<file path="config.mk">
export PLATFORM = sky130hd
export DESIGN_NAME = tpeg_frame_deframer_crc_check_unit
export DESIGN_NICKNAME = d
export VERILOG_FILES = /design/src/rtl/tfd_pkg.sv /design/src/rtl/tpeg_frame_deframer_crc_check_unit.sv /design/src/rtl/tfd_in_stage.sv /design/src/rtl/tfd_core.sv /design/src/rtl/tfd_out_stage.sv
export SDC_FILE = /design/constraint.sdc
export NUM_CORES = 1
export LEC_CHECK = 0
export ABC_CLOCK_PERIOD_IN_PS = 8750
export BUFFER_PORTS_ARGS = -buffer_cell sky130_fd_sc_hd__buf_2
export CAP_MARGIN = 15
export CORE_ASPECT_RATIO = 1.2
export CORE_MARGIN = 1.5
export CORE_UTILIZATION = 45
export CTS_BUF_LIST = sky130_fd_sc_hd__clkbuf_4
export CTS_CLUSTER_SIZE = 10
export DETAILED_ROUTE_END_ITERATION = 7
export HOLD_SLACK_MARGIN = 0.08
export MAX_ROUTING_LAYER = met4
export PLACE_DENSITY = 0.57
export SLEW_MARGIN = 40
export SYNTH_ARGS = -nofsm -noshare
export SYNTH_HDL_FRONTEND = slang
export SYNTH_SLANG_ARGS = --single-unit
</file>
<file path="constraint.sdc">
create_clock -name aclk -period 8.75 [get_ports aclk]
set_clock_uncertainty 0.05 [all_clocks]
set_input_delay 1.75 -clock aclk [delete_from_list [all_inputs] [get_ports aclk]]
set_output_delay 1.75 -clock aclk [all_outputs]
set_load 0.005 [all_outputs]
</file>
<file path="src/rtl/tfd_pkg.sv">
`default_nettype none

package tfd_pkg;

    localparam int unsigned HEADER_CHECK_BYTES = 13;

    localparam logic [15:0] CRC_INIT = 16'hFFFF;
    localparam logic [15:0] CRC_XOROUT = 16'hFFFF;

    localparam logic [2:0] PH_ID     = 3'd0;
    localparam logic [2:0] PH_LEN_HI = 3'd1;
    localparam logic [2:0] PH_LEN_LO = 3'd2;
    localparam logic [2:0] PH_CRC_HI = 3'd3;
    localparam logic [2:0] PH_CRC_LO = 3'd4;
    localparam logic [2:0] PH_DATA   = 3'd5;

    typedef struct packed {
        logic [7:0] data_byte;
        logic       buffer_start;
    } item_t;

    typedef struct packed {
        logic [7:0] out_byte;
        logic [7:0] channel_id;
        logic       last;
        logic       header_ok;
        logic       data_ok;
        logic       length_error;
    } result_t;

    function automatic logic [15:0] crc_feed(input logic [15:0] crc, input logic [7:0] b);
        logic [15:0] c;
        begin
            c = {crc[7:0], crc[15:8]} ^ {8'h00, b};
            c = c ^ {12'h000, c[7:4]};
            c = c ^ {c[3:0], 12'h000} ^ {3'b000, c[7:0], 5'b00000};
            return c;
        end
    endfunction

endpackage

`default_nettype wire

</file>
<file path="src/rtl/tpeg_frame_deframer_crc_check_unit.sv">
// Path from input transfer to result on the m_ port: input register, then result register.
// Throughput: one byte per cycle unless m_ready stalls; only a length error yields a header result.
// A waiting result holds the core; the input register takes one more byte, then s_ready drops.
// Reset: synchronous, active-low aresetn; clears both valid flags and the parser state.
`default_nettype none

module tpeg_frame_deframer_crc_check_unit (
    input  wire logic       aclk,
    input  wire logic       aresetn,
    input  wire logic       s_valid,
    output logic            s_ready,
    input  wire logic [7:0] s_data_byte,
    input  wire logic       s_buffer_start,
    output logic            m_valid,
    input  wire logic       m_ready,
    output logic [7:0]      m_out_byte,
    output logic [7:0]      m_channel_id,
    output logic            m_last,
    output logic            m_header_ok,
    output logic            m_data_ok,
    output logic            m_length_error
);
    import tfd_pkg::*;

    logic    advance;
    logic    item_valid;
    item_t   item;
    logic    fire;
    logic    res_valid;
    result_t res;
    result_t m_res;

    assign fire = item_valid && advance;

    tfd_in_stage u_in (
        .aclk           (aclk),
        .aresetn        (aresetn),
        .s_valid        (s_valid),
        .s_ready        (s_ready),
        .s_data_byte    (s_data_byte),
        .s_buffer_start (s_buffer_start),
        .advance        (advance),
        .item_valid     (item_valid),
        .item           (item)
    );

    tfd_core u_core (
        .aclk      (aclk),
        .aresetn   (aresetn),
        .fire      (fire),
        .item      (item),
        .res_valid (res_valid),
        .res       (res)
    );

    tfd_out_stage u_out (
        .aclk      (aclk),
        .aresetn   (aresetn),
        .fire      (fire),
        .res_valid (res_valid),
        .res       (res),
        .advance   (advance),
        .m_valid   (m_valid),
        .m_ready   (m_ready),
        .m_res     (m_res)
    );

    assign m_out_byte     = m_res.out_byte;
    assign m_channel_id   = m_res.channel_id;
    assign m_last         = m_res.last;
    assign m_header_ok    = m_res.header_ok;
    assign m_data_ok      = m_res.data_ok;
    assign m_length_error = m_res.length_error;

endmodule

`default_nettype wire

</file>
<file path="src/rtl/tfd_in_stage.sv">
`default_nettype none

module tfd_in_stage (
    input  wire logic           aclk,
    input  wire logic           aresetn,
    input  wire logic           s_valid,
    output logic                s_ready,
    input  wire logic [7:0]     s_data_byte,
    input  wire logic           s_buffer_start,
    input  wire logic           advance,
    output logic                item_valid,
    output tfd_pkg::item_t      item
);
    import tfd_pkg::*;

    logic  in_valid_reg;
    logic  in_valid_next;
    item_t item_reg;

    assign s_ready    = !in_valid_reg || advance;
    assign item_valid = in_valid_reg;
    assign item       = item_reg;

    always_comb begin
        in_valid_next = in_valid_reg;
        if (s_valid && s_ready) begin
            in_valid_next = 1'b1;
        end else if (advance) begin
            in_valid_next = 1'b0;
        end
    end

    always_ff @(posedge aclk) begin
        if (!aresetn) begin
            in_valid_reg <= 1'b0;
        end else begin
            in_valid_reg <= in_valid_next;
        end
    end

    always_ff @(posedge aclk) begin
        if (s_valid && s_ready) begin
            item_reg <= '{data_byte: s_data_byte, buffer_start: s_buffer_start};
        end
    end

endmodule

`default_nettype wire

</file>
<file path="src/rtl/tfd_core.sv">
`default_nettype none

module tfd_core (
    input  wire logic           aclk,
    input  wire logic           aresetn,
    input  wire logic           fire,
    input  wire tfd_pkg::item_t item,
    output logic                res_valid,
    output tfd_pkg::result_t    res
);
    import tfd_pkg::*;

    logic [2:0]  phase_reg,      phase_next;
    logic [7:0]  channel_reg,    channel_next;
    logic [15:0] length_reg,     length_next;
    logic [15:0] rx_crc_reg,     rx_crc_next;
    logic [15:0] count_reg,      count_next;
    logic [15:0] hdr_crc_reg,    hdr_crc_next;
    logic [15:0] data_crc_reg,   data_crc_next;
    logic [15:0] tail_reg,       tail_next;
    logic        halted_reg,     halted_next;

    logic [2:0]  phase_eff;
    logic        halt_eff;
    logic [7:0]  b;
    logic [15:0] hdr_crc_upd;
    logic [15:0] data_crc_upd;
    logic [15:0] tail_upd;
    logic [16:0] count_p1;
    logic [16:0] count_p2;
    logic        is_last;

    assign b         = item.data_byte;
    assign phase_eff = item.buffer_start ? PH_ID : phase_reg;
    assign halt_eff  = item.buffer_start ? 1'b0 : halted_reg;
    assign count_p1  = {1'b0, count_reg} + 17'd1;
    assign count_p2  = {1'b0, count_reg} + 17'd2;
    assign is_last   = count_p1 >= {1'b0, length_reg};
    assign tail_upd  = {tail_reg[7:0], b};

    always_comb begin
        hdr_crc_upd = hdr_crc_reg;
        if (count_reg < 16'(HEADER_CHECK_BYTES)) begin
            hdr_crc_upd = crc_feed(hdr_crc_reg, b);
        end
        data_crc_upd = data_crc_reg;
        if (count_p2 < {1'b0, length_reg}) begin
            data_crc_upd = crc_feed(data_crc_reg, b);
        end
    end

    always_comb begin
        phase_next    = phase_reg;
        channel_next  = channel_reg;
        length_next   = length_reg;
        rx_crc_next   = rx_crc_reg;
        count_next    = count_reg;
        hdr_crc_next  = hdr_crc_reg;
        data_crc_next = data_crc_reg;
        tail_next     = tail_reg;
        halted_next   = halted_reg;
        res_valid     = 1'b0;
        res           = '0;
        if (fire) begin
            phase_next  = phase_eff;
            halted_next = halt_eff;
            if (!halt_eff) begin
                case (phase_eff)
                    PH_LEN_HI: begin
                        length_next  = {b, 8'h00};
                        hdr_crc_next = crc_feed(hdr_crc_reg, b);
                        phase_next   = PH_LEN_LO;
                    end
                    PH_LEN_LO: begin
                        length_next  = {length_reg[15:8], b};
                        hdr_crc_next = crc_feed(hdr_crc_reg, b);
                        if (length_reg[15:8] == 8'h00 && b < 8'd2) begin
                            halted_next      = 1'b1;
                            phase_next       = PH_ID;
                            res_valid        = 1'b1;
                            res.channel_id   = channel_reg;
                            res.length_error = 1'b1;
                        end else begin
                            phase_next = PH_CRC_HI;
                        end
                    end
                    PH_CRC_HI: begin
                        rx_crc_next = {b, 8'h00};
                        phase_next  = PH_CRC_LO;
                    end
                    PH_CRC_LO: begin
                        rx_crc_next   = {rx_crc_reg[15:8], b};
                        count_next    = '0;
                        data_crc_next = CRC_INIT;
                        tail_next     = '0;
                        phase_next    = PH_DATA;
                    end
                    PH_DATA: begin
                        hdr_crc_next   = hdr_crc_upd;
                        data_crc_next  = data_crc_upd;
                        tail_next      = tail_upd;
                        count_next     = count_p1[15:0];
                        res_valid      = 1'b1;
                        res.out_byte   = b;
                        res.channel_id = channel_reg;
                        res.last       = is_last;
                        if (is_last) begin
                            res.header_ok = (hdr_crc_upd ^ CRC_XOROUT) == rx_crc_reg;
                            res.data_ok   = (data_crc_upd ^ CRC_XOROUT) == tail_upd;
                            phase_next    = PH_ID;
                        end
                    end
                    default: begin
                        channel_next = b;
                        hdr_crc_next = crc_feed(CRC_INIT, b);
                        phase_next   = PH_LEN_HI;
                    end
                endcase
            end
        end
    end

    always_ff @(posedge aclk) begin
        if (!aresetn) begin
            phase_reg    <= PH_ID;
            channel_reg  <= '0;
            length_reg   <= '0;
            rx_crc_reg   <= '0;
            count_reg    <= '0;
            hdr_crc_reg  <= CRC_INIT;
            data_crc_reg <= CRC_INIT;
            tail_reg     <= '0;
            halted_reg   <= 1'b0;
        end else begin
            phase_reg    <= phase_next;
            channel_reg  <= channel_next;
            length_reg   <= length_next;
            rx_crc_reg   <= rx_crc_next;
            count_reg    <= count_next;
            hdr_crc_reg  <= hdr_crc_next;
            data_crc_reg <= data_crc_next;
            tail_reg     <= tail_next;
            halted_reg   <= halted_next;
        end
    end

endmodule

`default_nettype wire

</file>
<file path="src/rtl/tfd_out_stage.sv">
`default_nettype none

module tfd_out_stage (
    input  wire logic             aclk,
    input  wire logic             aresetn,
    input  wire logic             fire,
    input  wire logic             res_valid,
    input  wire tfd_pkg::result_t res,
    output logic                  advance,
    output logic                  m_valid,
    input  wire logic             m_ready,
    output tfd_pkg::result_t      m_res
);
    import tfd_pkg::*;

    logic    out_valid_reg;
    logic    out_valid_next;
    result_t out_reg;

    assign advance = !out_valid_reg || m_ready;
    assign m_valid = out_valid_reg;
    assign m_res   = out_reg;

    always_comb begin
        out_valid_next = out_valid_reg;
        if (fire && res_valid) begin
            out_valid_next = 1'b1;
        end else if (m_ready) begin
            out_valid_next = 1'b0;
        end
    end

    always_ff @(posedge aclk) begin
        if (!aresetn) begin
            out_valid_reg <= 1'b0;
        end else begin
            out_valid_reg <= out_valid_next;
        end
    end

    always_ff @(posedge aclk) begin
        if (fire && res_valid) begin
            out_reg <= res;
        end
    end

endmodule

`default_nettype wire

</file>
==> results.json <==
{
  "gp_congestion": 0.950,
  "cp_max_fo": 22,
  "drc": 0,
  "track_usage_pct": 24.2,
  "synth_adder_area_share_pct": 5.69,
  "worstSkewPairLatency_ps": 570,
  "period_needed_ps": 4370,
  "tritoncts": "yes",
  "die_w_um": 122,
  "cp.required_ps": 9100,
  "cts_hold_buf": 0,
  "synthMuxAreaShare_pct": 3.51,
  "synth-simple-area-share_pct": 17.9,
  "dp_hpwl_um": 14100,
  "p_sw_mw": 0.413,
  "wl_per_cell_um": 18.1,
  "yosys_most_used_dff": "dfxtp_1",
  "rsz0062_at_grt": "false",
  "synthArstFlopShare_pct": 0,
  "combPwrFrac_pct": 17.3,
  "p_int_mw": 0.867,
  "critPathCaptureType": "flip-flop",
  "synth_compound_area_share_pct": 15.7,
  "grt_max_degree": 69,
  "arrival_ps": 4720,
  "synth_common_cells": "102 x dfxtp_1, 88 x nand2_1, 87 x nor2_1",
  "syn-num-nets": 930,
  "cts_buffer_depth": 2,
  "drt-total-wl_um": 20100,
  "synthDominantCellAreaShare_pct": 26.5,
  "grt_first_pass_wirelength_um": 32900,
  "first_global_vias": 6330,
  "synth_top_family_by_area": "simple AND/OR/NAND/NOR gates",
  "switching_share_pct": 32.3,
  "path_class": "flip-flop to flip-flop",
  "ir_worst_vdd_uv": 104,
  "synth_enable_flop_cells": 29,
  "clock_power_share_pct": 31.9,
  "postSynthAreaPerCell_um2": 8.73,
  "dp_worst_setup_slack_ps": 4390,
  "finalCritPeriodShare_pct": 49.9,
  "cts_setup_buffers": 0,
  "dr.pass1.iters": 6,
  "final_nets": 929,
  "drive_gt1_share_pct": 10.9,
  "post_cts_resized": 0,
  "syn_inst": 882,
  "p_leak_nw": 3.20,
  "antenna_found_initial": 1,
  "maxSlewHeadroom_pct": 44.8,
  "path_clk_slew_ps": 140,
  "coreArea_um2": 16800,
  "synth.distinct_cells": 65,
  "cts-root-buf": "clkbuf_4",
  "cts_buffers": 17,
  "largest_register_ffs": 20,
  "rows": 52,
  "worst_slack_ps": 4380,
  "cap_violations": 0,
  "viasPerCell": 5.69,
  "worstMarginPinSlew_ps": 828,
  "fmax_ghz": 0.229,
  "startpoint_type": "flip-flop",
  "area_growth_pct": 6.58,
  "synthXorXnorAreaFrac_pct": 14.4,
  "synthTopCellsByArea": "dfxtp_1 27%, edfxtp_1 11%, xnor2_1 8.2%",
  "whs_ps": 430,
  "die-area_um2": 17900,
  "hold_class": "flip-flop to flip-flop",
  "yosysWarnings": 0,
  "setup_viol": 0,
  "synth.most_common_cell": "dfxtp_1",
  "synth_area_leader_cell": "dfxtp_1",
  "outcome": "complete, no violations",
  "pwr_density_cell_nw_per_um2": 156,
  "hold_viol": 0,
  "slew_viol_final": 0,
  "die_y_um": 146,
  "io_pins": 35,
  "ant_nets": 0,
  "drt_iter0_drc": 452,
  "tns_ps": 0,
  "synthesis.area_um2": 7700,
  "htreeDepth": 4,
  "io_buffers": 34,
  "seq_area_frac_synth_pct": 37.8,
  "clock-sinks": 131,
  "p_seq_share_pct": 50.7,
  "grt-ovfl-total": 0,
  "vias": 6327,
  "ys_seq_elements": 131,
  "start_util_pct": 45.9
}
==> path summary, 6_finish.rpt <==
path                            to  cells after the start                  start  slack [ps]
max                 u_out.m_res[1]                     15    u_core.count_reg[2]        4380
min          u_core.rx_crc_reg[14]                      2  u_core.rx_crc_reg[14]         430
max reg2reg         u_out.m_res[1]                     15    u_core.count_reg[2]        4380
min reg2reg  u_core.rx_crc_reg[14]                      2  u_core.rx_crc_reg[14]         430
==> metrics by stage <==
| stage | cell area [µm²] | power, mW | util [%] | std cells |
|---|---|---|---|---|
| final | 8200 | 1.28 | 48.9 | 1111 |
| after global routing | 8200 | 1.34 | 48.9 | 1111 |
| after CTS | 8200 | 1.29 | 48.9 | 1110 |
| after detailed placement | 7930 | 0.883 | 47.2 | 1078 |
| after global placement | 7920 | 0.880 | 47.2 | 1078 |
| after floorplan | 7700 | 0.832 | - | 882 |
==> critical path, stage by stage, from the launching register on <==
cell     delay, ps
dfxtp_1        490
ha_1           290
nand3_1        140
nor2_1         240
and3_1         360
nand3_1        160
nor2_1         170
xor2_1         180
ha_1           270
a21oi_1        150
o21ai_1         80
a211o_2        530
or3_1          440
a32oi_1        230
nand4_1        130
nor4_2         250
==> logic make-up (layout without fill, tap and decap cells) <==
logic type / count (synthesis) / in the layout
other cells: 0 / 1
compound gates: 192 / 192
xor+xnor: 117 / 117
mux: 27 / 27
simple gates: 291 / 291
fa+ha+maj: 35 / 35
buf+inv: 89 / 101
flops: 131 / 131
==> power by group through the flow <==
stage / Sequential (mW) / Clock (mW) / Combinational [mW]
after detailed placement: 0.662 / 0 / 0.221
after CTS: 0.649 / 0.423 / 0.222
after floorplan: 0.648 / 0 / 0.185
final: 0.649 / 0.409 / 0.222
after global placement: 0.662 / 0 / 0.218
after global routing: 0.651 / 0.449 / 0.245
==> final cells by class <==
cell class                 count  area [µm²]
clock buffer                  17         128
inverter                      25        93.8
clock inverter                15         148
fill                        1642        8580
tap                          216         270
antenna                        1        2.50
multi-input combinational    662        4400
timing repair buffer          44         245
sequential                   131        2910
==> metal layers <==
metal,wire (µm),up-vias,track usage (%)
li1,-,3085,-
met1,8880,2989,30.6
met2,9670,201,37.7
met3,915,52,4.22
met4,633,0,10.7
met5,0,-,-
==> layout by cell type, fill, tap and decap left out, types with 3 or more instances in the layout <==
cell type	synthesis	layout
a211oi_1	4	4
a21o_1	12	12
a21oi_1	69	68
a21oi_2	2	3
a221oi_1	3	3
a22o_1	3	3
a22oi_1	22	22
and2_1	11	11
and3_1	12	12
buf_2	19	34
buf_4	3	10
clkbuf_4	0	17
clkinv_4	0	3
dfxtp_1	102	102
edfxtp_1	29	29
ha_1	35	35
inv_1	22	22
inv_6	0	5
mux2i_1	27	27
nand2_1	88	88
nand2b_1	6	6
nand3_1	18	18
nand3b_1	8	8
nand4_1	16	16
nor2_1	87	87
nor2b_1	5	5
nor3_1	14	14
nor4_1	10	10
o211ai_1	9	9
o21a_1	3	3
o21ai_0	23	22
o21ai_1	9	10
o221ai_1	4	4
o22ai_1	16	16
or3_1	5	5
xnor2_1	72	72
xor2_1	38	38
Note: power is estimated with default switching activity, not from simulation.
